<file path="src/hw/rtl/lpi_fifo.sv">
// Short queue between the front and back parts.
module lpi_fifo #(
	parameter int WIDTH = 8
) (
	input  logic             clk,
	input  logic             arst_n,
	input  logic             in_valid,
	output logic             in_ready,
	input  logic [WIDTH-1:0] in_data,
	output logic             out_valid,
	input  logic             out_ready,
	output logic [WIDTH-1:0] out_data
);
	logic [WIDTH-1:0] mem_q [2];
	logic             wp_q, rp_q;
	logic [1:0]       cnt_q;
	logic             push, pop;

	assign in_ready  = cnt_q != 2'd2;
	assign out_valid = cnt_q != 2'd0;
	assign push      = in_valid && in_ready;
	assign pop       = out_valid && out_ready;
	assign out_data  = mem_q[rp_q];

	always_ff @(posedge clk or negedge arst_n) begin
		if (!arst_n) begin
			wp_q  <= 1'b0;
			rp_q  <= 1'b0;
			cnt_q <= 2'd0;
		end else begin
			if (push) wp_q <= ~wp_q;
			if (pop) rp_q <= ~rp_q;
			cnt_q <= cnt_q + 2'(push) - 2'(pop);
		end
	end

	always_ff @(posedge clk) begin
		if (push) mem_q[wp_q] <= in_data;
	end
endmodule

</file>
<file path="config.mk">
export PLATFORM = sky130hd
export DESIGN_NAME = lpi_fifo
export DESIGN_NICKNAME = d
export VERILOG_FILES = /design/src/hw/rtl/lpi_fifo.sv
export SDC_FILE = /design/constraint.sdc
export NUM_CORES = 1
export LEC_CHECK = 0
export BUFFER_PORTS_ARGS = -buffer_cell sky130_fd_sc_hd__buf_2
export CORE_UTILIZATION = 48
export DETAILED_ROUTE_END_ITERATION = 7
export PLACE_DENSITY_LB_ADDON = 0.25
export SLEW_MARGIN = 20
export SYNTH_ARGS = -nofsm -noshare
export SYNTH_HDL_FRONTEND = slang
export SYNTH_SLANG_ARGS = --single-unit
</file>
<file path="constraint.sdc">
create_clock -name clk -period 1.8 [get_ports clk]
set_input_delay 0.09 -clock clk [delete_from_list [all_inputs] [get_ports clk]]
set_output_delay 0.09 -clock clk [all_outputs]
set_load 0.005 [all_outputs]
</file>
==> summary.txt, run 1 <==
Worst setup path
  • Delay of the slowest cell on the worst path: 430 ps
  • CP arrival: around 1900 ps
  • CP Launch Type: flip-flop
  • Most used cell, CP: ha_1
  • CP Buf/Inv Count: 1
  • Crit path max fanout: 3
  • Reg-to-reg endpoint: cnt_q[1]
  • Critical Path RT: between 1500 and 2000 ps
  • Register-to-register setup slack: ~94 ps
  • Crit path max-delay cell type: dfrtp_1
  • R2R depth: 7
  • CP delay by family, top: adder cells
  • Reg-to-reg startpoint: cnt_q[1]
  • Crit. End Element: flip-flop
  • Critical path class: flip-flop to flip-flop
  • Crit path cell chain: or2_1 -> and2_4 -> ha_1 -> inv_1 -> ha_1 -> xnor2_2 -> xnor2_1

Finish
  • Storage cell area: 581 sq um
  • Commonest non-fill, non-tap cell in the layout: buf_2
  • Multi-input logic area: just under 200 sq um
  • Antenna cells: 0
  • Syn-to-layout area delta: 32.0%
  • Commonest non-fill, non-tap cells in the layout: 21 x buf_2, 16 x edfxtp_1, 9 x dlygate4sd3_1
  • Share of cells above drive strength 1: between 30% and 40%
  • Nets: between 90 and 100
  • Final Cell Area: a little over 0.001 sq mm
  • Fillers: between 100 and 150

STA
  • Final hold vios: 0
  • Final Skew: approximately 2.1 ps
  • Slew Viols, Final: 0
  • Sum Neg Setup Slack: 0 ps
  • F_max: roughly 0.59 GHz
  • Pin slew with the least headroom to its limit: about 380 ps
  • Final worst path period share: a little over nine tenths
  • Minimum clock period after layout: between 1500 and 2000 ps
  • RSZ-0062 raised after global routing: no
  • Slew headroom: between 70% and 80%
  • Final setup violation count: 0

GRT
  • Initial antenna violation count: 0
  • First-pass GRT wire length: between 1500 and 2000 microns
  • Vias in the first global route: around 460
  • Total GRT Usage: between 10% and 20%
  • GR Overflow Total: 0
  • Largest net degree at the start of global routing: 11

Place
  • Post-DP Area: ~900 sq um
  • I/O Buffers: 21
  • DP HPWL: around 730 microns
  • Final Wtd Congestion: ~0.59

Outcome
  • Outcome: completed

Power and ir drop
  • Pleak: about 0.00042 uW
  • VDD IR max: ~0.75 mV
  • Pwr Density: ~1300 mW/mm^2

Clock network
  • Number of clock sinks: 20
  • Clk root buf: clkbuf_4
  • CTS tree: done
  • Clock Latency Late Sink: roughly 280 ps
  • H-tree depth: 1
  • Clk buf depth: 2
  • Clock slew at reported path FFs: approximately 100 ps
  • CTS Buf Count: 3

Yosys
  • Mapped Area: just under 800 sq um
  • Warnings from Yosys: 0
  • #FFs+latches synth: 20
  • Synthesized Nets: 56
  • Register area share after synthesis: between 70% and 80%
  • Syn Area/Cell: between 15 and 20 sq um
  • Yosys cell types: 14
  • Mapped Cells: between 40 and 50

Floorplan
  • Die Y: between 40 and 50 microns
  • Starting density of the core: between 50% and 60%
  • Row count: 14
  • IO Pins: 22
  • Die width: about 42 microns
  • Die ar.: between 0.0015 and 0.002 sq mm
  • Total core area: ~0.0015 sq mm

Route
  • Number of DRC markers in iteration 0: 10
  • Post-DR vias/cell: approximately 4.9
  • Final wirelength: ~1100 microns
  • Drt first pass iters: 2
  • Remaining antenna violation count: 0
  • Avg WL per Cell: approximately 12 microns
  • DRC errors left: 0
  • Vias: about 450

Min path
  • HP Start: out_ready
  • HP Class: input pin to flip-flop
  • Hold EP: rp_q
  • Hold Crit Depth: 3

Flow run
  • Max Cap Viol: 0
-- cells by family (layout without fill, tap and decap cells) --
group         count (synthesis)  count (layout)  synth area share [%]
buf+inv                       2              35                  1.13
mux                           8               8                  11.6
fa+ha+maj                     2               2                  3.23
xor+xnor                      4               4                  4.52
flops                        20              20                  75.0
simple gates                  6               6                  4.52
-- power breakdown --
part / internal (uW) / total, uW / switching, uW
clock network: 77.6 / 192 / 114
logic: 263 / 454 / 191
registers: 646 / 732 / 85.8
total: 987 / 1380 / 391
-- layout make-up --
type | count | area share (%)
Clock buffer | 3 | 2.20
Inverter | 1 | 0.367
Multi-Input combinational cell | 20 | 18.8
Sequential cell | 20 | 56.8
Tap cell | 16 | 1.96
Timing Repair Buffer | 31 | 19.8
-- state kept, by name, summed over array words and instances (netlist names) --
register,flops
wp_q,1
rp_q,1
cnt_q,2
mem_q,16
-- layer usage --
layer / vias to the layer above / global-route usage [%] / wire (microns)
met3: 4 / 5.17 / 45
met1: 208 / 19.0 / 487
met4: 0 / 7.50 / 19
met2: 14 / 24.3 / 551
met5: - / 0 / 0
li1: 220 / - / -
-- worst max-delay path by stage --
stage / start / endpoint / slack, ps / cells past startpoint
after detailed placement: cnt_q[1] / cnt_q[1] / 130 / 7
after floorplan: cnt_q[1] / cnt_q[1] / 170 / 7
after global placement: cnt_q[1] / cnt_q[1] / 160 / 7
final: cnt_q[1] / cnt_q[1] / 90 / 7
after global routing: cnt_q[1] / cnt_q[1] / 2 / 7
after CTS: cnt_q[1] / cnt_q[1] / 110 / 7
-- worst min-delay path, stage by stage --
cell and delay [ps]:
buf_2 70, and2_4 130, xor2_1 60
-- through the flow --
stage	setup WS, ps	instances	total power [uW]	utilization, %	hold WS, ps
floorplan	175	42	1000	-	-206
global placement	155	79	1160	59.9	-98.3
detailed placement	132	79	1170	59.9	-95.7
CTS	110	91	1380	67.4	104
global route	2.17	91	1480	67.9	91.8
finish	94.2	91	1380	67.9	106
-- timing repair --
| action | CTS | global route |
|---|---|---|
| endpoints found under the setup margin | 0 | 1 |
| setup buffers | 0 | 0 |
| gates resized for setup | 0 | 1 |
| hold buffers | 9 | 0 |
| endpoints found under the hold margin | 20 | 0 |
-- synthesized netlist by cell type --
master    number  area share [%]
or2_1          1            0.81
dfrtp_1        4              13
mux2_1         8              12
nand2_1        1            0.48
and3_1         1            0.81
and2_4         1             1.1
ha_1           2             3.2
xor2_1         1             1.1
nand2b_1       1            0.81
xnor2_1        3             3.4
edfxtp_1      16              62
buf_2          1            0.65
nor2_1         1            0.48
inv_1          1            0.48
(Power assumes the default switching activity.)
==> inputs of run 2 (changes only) <==
--- a/config.mk
+++ b/config.mk
@@ -5,8 +5,9 @@
 export SDC_FILE = /design/constraint.sdc
 export NUM_CORES = 1
 export LEC_CHECK = 0
+export ABC_AREA = 1
 export BUFFER_PORTS_ARGS = -buffer_cell sky130_fd_sc_hd__buf_2
-export CORE_UTILIZATION = 48
+export CORE_UTILIZATION = 49
 export DETAILED_ROUTE_END_ITERATION = 7
 export PLACE_DENSITY_LB_ADDON = 0.25
 export SLEW_MARGIN = 20
==> summary.txt, run 2 <==
Finish
  • Max reg flops: 16
  • Largest registers: mem_q x16, cnt_q x2
  • Commonest non-fill, non-tap cell in the layout: nand2_1
  • Nets: between 100 and 150
  • Share of cells above drive strength 1: a little under a third
  • Most flops, register: mem_q
  • Syn-to-layout area delta: 31.9%
  • Commonest non-fill, non-tap cells in the layout: 32 x nand2_1, 21 x buf_2, 16 x edfxtp_1
  • Antenna cells: 0

Route
  • Remaining antenna violation count: 0
  • Vias: between 500 and 600
  • DRC errors left: 0
  • Drt first pass iters: 4
  • Met2 Wirelength: slightly above 800 microns
  • Post-DR vias/cell: approximately 4.8
  • Highest Signal Layer: met4
  • WL met1: just over 600 microns
  • Number of DRC markers in iteration 0: 7
  • Final wirelength: between 1500 and 2000 microns
  • Met3 WL: ~64 microns
  • Avg WL per Cell: 12.5 microns

Yosys
  • Post-synth top area cell: edfxtp_1
  • Asr flop ratio synth: ~20%
  • Mapped Area: approximately 830 sq um
  • Mapped Cells: 73
  • Count leader, synth: nand2_1
  • XOR/XNOR Fraction of Synth Area: 0%
  • Top-area cell type share of the netlist area: 58.0%
  • Post-synthesis compound-gate area fraction: 0%
  • Post-synth EDFFs: 16
  • Top cells by instance count after synthesis: 32 x nand2_1, 16 x edfxtp_1, 7 x inv_1
  • Yosys cell types: 12
  • Post-synth top flop: edfxtp_1
  • Syn Area/Cell: ~11 sq um
  • Largest family of logic cells by synthesized area: simple AND/OR/NAND/NOR gates
  • Synthesized Nets: slightly below 90
  • Post-synthesis mux area share: 0%
  • Area contributors post-synth: edfxtp_1 58%, nand2_1 15%, dfrtp_1 12%
  • Register area share after synthesis: about 70%
  • Post-synthesis adder-cell area fraction: slightly above 3%
  • Post-synthesis simple-gate area fraction: a little over a fifth
  • #FFs+latches synth: 20
  • Warnings from Yosys: 0

Power and ir drop
  • Pwr Density: around 1500 mW/mm^2
  • Comb power frac: 32.7%
  • Part of the power in registers: roughly 45%
  • Final Power: 1630 uW
  • Switching Power: roughly 540 uW
  • Internal power: between 1000 and 1500 uW
  • VDD IR max: slightly below 1 mV
  • Clock power share: between 20% and 30%
  • Sw Ratio: 33.1%
  • Pleak: about 0.00053 uW

Min path
  • HP Class: input pin to flip-flop

Floorplan
  • Row count: 14
  • Starting density of the core: between 50 and 60%
  • Die Y: ~43 microns
  • IO Pins: 22
  • Total core area: around 0.0015 sq mm
  • Die width: 43.1 microns
  • Die ar.: roughly 0.0019 sq mm

Clock network
  • Clock Latency Late Sink: roughly 300 ps
  • Post-CTS Setup Bufs: 0
  • Clock slew at reported path FFs: ~120 ps
  • PostCTS Resize Cnt: 0
  • CTS tree: done
  • Clk root buf: clkbuf_4
  • CTS Buf Count: 3
  • Clk buf depth: 2
  • Hold Buf Count CTS: 9
  • Number of clock sinks: 20
  • H-tree depth: 1

Worst setup path
  • CP arrival: between 1000 and 1500 ps
  • Crit. End Element: flip-flop
  • Delay of the slowest cell on the worst path: 430 ps
  • CP Launch Type: flip-flop
  • CP delay by family, top: simple AND/OR/NAND/NOR gates
  • Crit path max fanout: 5
  • Crit path max-delay cell type: dfrtp_1
  • Crit path cell chain: nand2_2 -> nand2_4 -> nor2_1 -> buf_4
  • Critical path class: flip-flop to flip-flop
  • CP Buf/Inv Count: 1
  • Critical Path RT: around 1800 ps

Place
  • I/O Buffers: 21
  • DP HPWL: around 1000 microns
  • Final Wtd Congestion: ~0.7

STA
  • Slew Viols, Final: 0
  • Slew headroom: approximately 74%
  • Minimum clock period after layout: roughly 1400 ps
  • Final Skew: a little over 4 ps
  • Final setup violation count: 0
  • Pin slew with the least headroom to its limit: approximately 390 ps
  • Final worst path period share: 78.2%
  • Final hold vios: 0
  • Sum Neg Setup Slack: 0 ps
  • RSZ-0062 raised after global routing: no
  • F_max: ~0.71 GHz

GRT
  • Largest net degree at the start of global routing: 13
  • GR Overflow Total: 0
  • Vias in the first global route: 574
  • Total GRT Usage: about 18%
  • Initial antenna violation count: 0
  • First-pass GRT wire length: around 2200 microns

Flow run
  • Max Cap Viol: 0

Outcome
  • Outcome: completed
==> run 2: routing by layer <==
layer,global-route usage [%],up-vias
li1,-,300
met1,18.1,269
met2,30.7,20
met3,3.83,4
met4,12.7,0
met5,0,-
==> run 2: final timing paths <==
check | to | depth (start not counted) | from | slack, ps
worst max register to register | mem_q[1][4] | 4 | cnt_q[1] | 390
worst max-delay path | mem_q[1][4] | 4 | cnt_q[1] | 390
max in group asynchronous | rp_q | 2 | arst_n | 1570
worst min-delay path | rp_q | 3 | out_ready | 50
min in group asynchronous | wp_q | 2 | arst_n | 110
worst min register to register | wp_q | 2 | wp_q | 540
==> run 2: kinds of logic after synthesis <==
| group | count (synthesis) |
|---|---|
| flops | 20 |
| buf+inv | 10 |
| simple gates | 41 |
| fa+ha+maj | 2 |
==> run 2: per-stage QoR <==
stage                     hold WS [ps]  utilization (%)  setup slack [ps]  cells  cell area [sq um]
after CTS                         44.6             70.9               374    123               1090
after floorplan                   -206                -               485     73                828
after detailed placement         -95.4             61.6               388    110                950
after global placement           -98.7             61.6               443    110                950
final                             49.6             70.9               393    123               1090
after global routing              51.1             70.9               296    123               1090
==> run 2: layout make-up <==
| cell class | count | area, sq um |
|---|---|---|
| fillers | 123 | 449 |
| flip-flops and latches | 20 | 581 |
| inverters | 9 | 36.3 |
| repair buffers | 31 | 203 |
| clock buffers | 3 | 22.5 |
| multi-input cells | 43 | 200 |
| well taps | 16 | 20.0 |
| clock inverters | 1 | 30.0 |
==> run 2: power by group through the flow <==
| stage | clock [uW] | combinational, uW | sequential [uW] |
|---|---|---|---|
| finish | 366 | 535 | 732 |
| global route | 385 | 607 | 742 |
| CTS | 369 | 544 | 729 |
| detailed placement | 0 | 523 | 738 |
| global placement | 0 | 507 | 729 |
| floorplan | 0 | 378 | 691 |
==> run 2: worst reg2reg max path: stages (launching register included) <==
cell and delay, ps:
dfrtp_1 430, nand2_2 120, nand2_4 60, nor2_1 300
buf_4 230
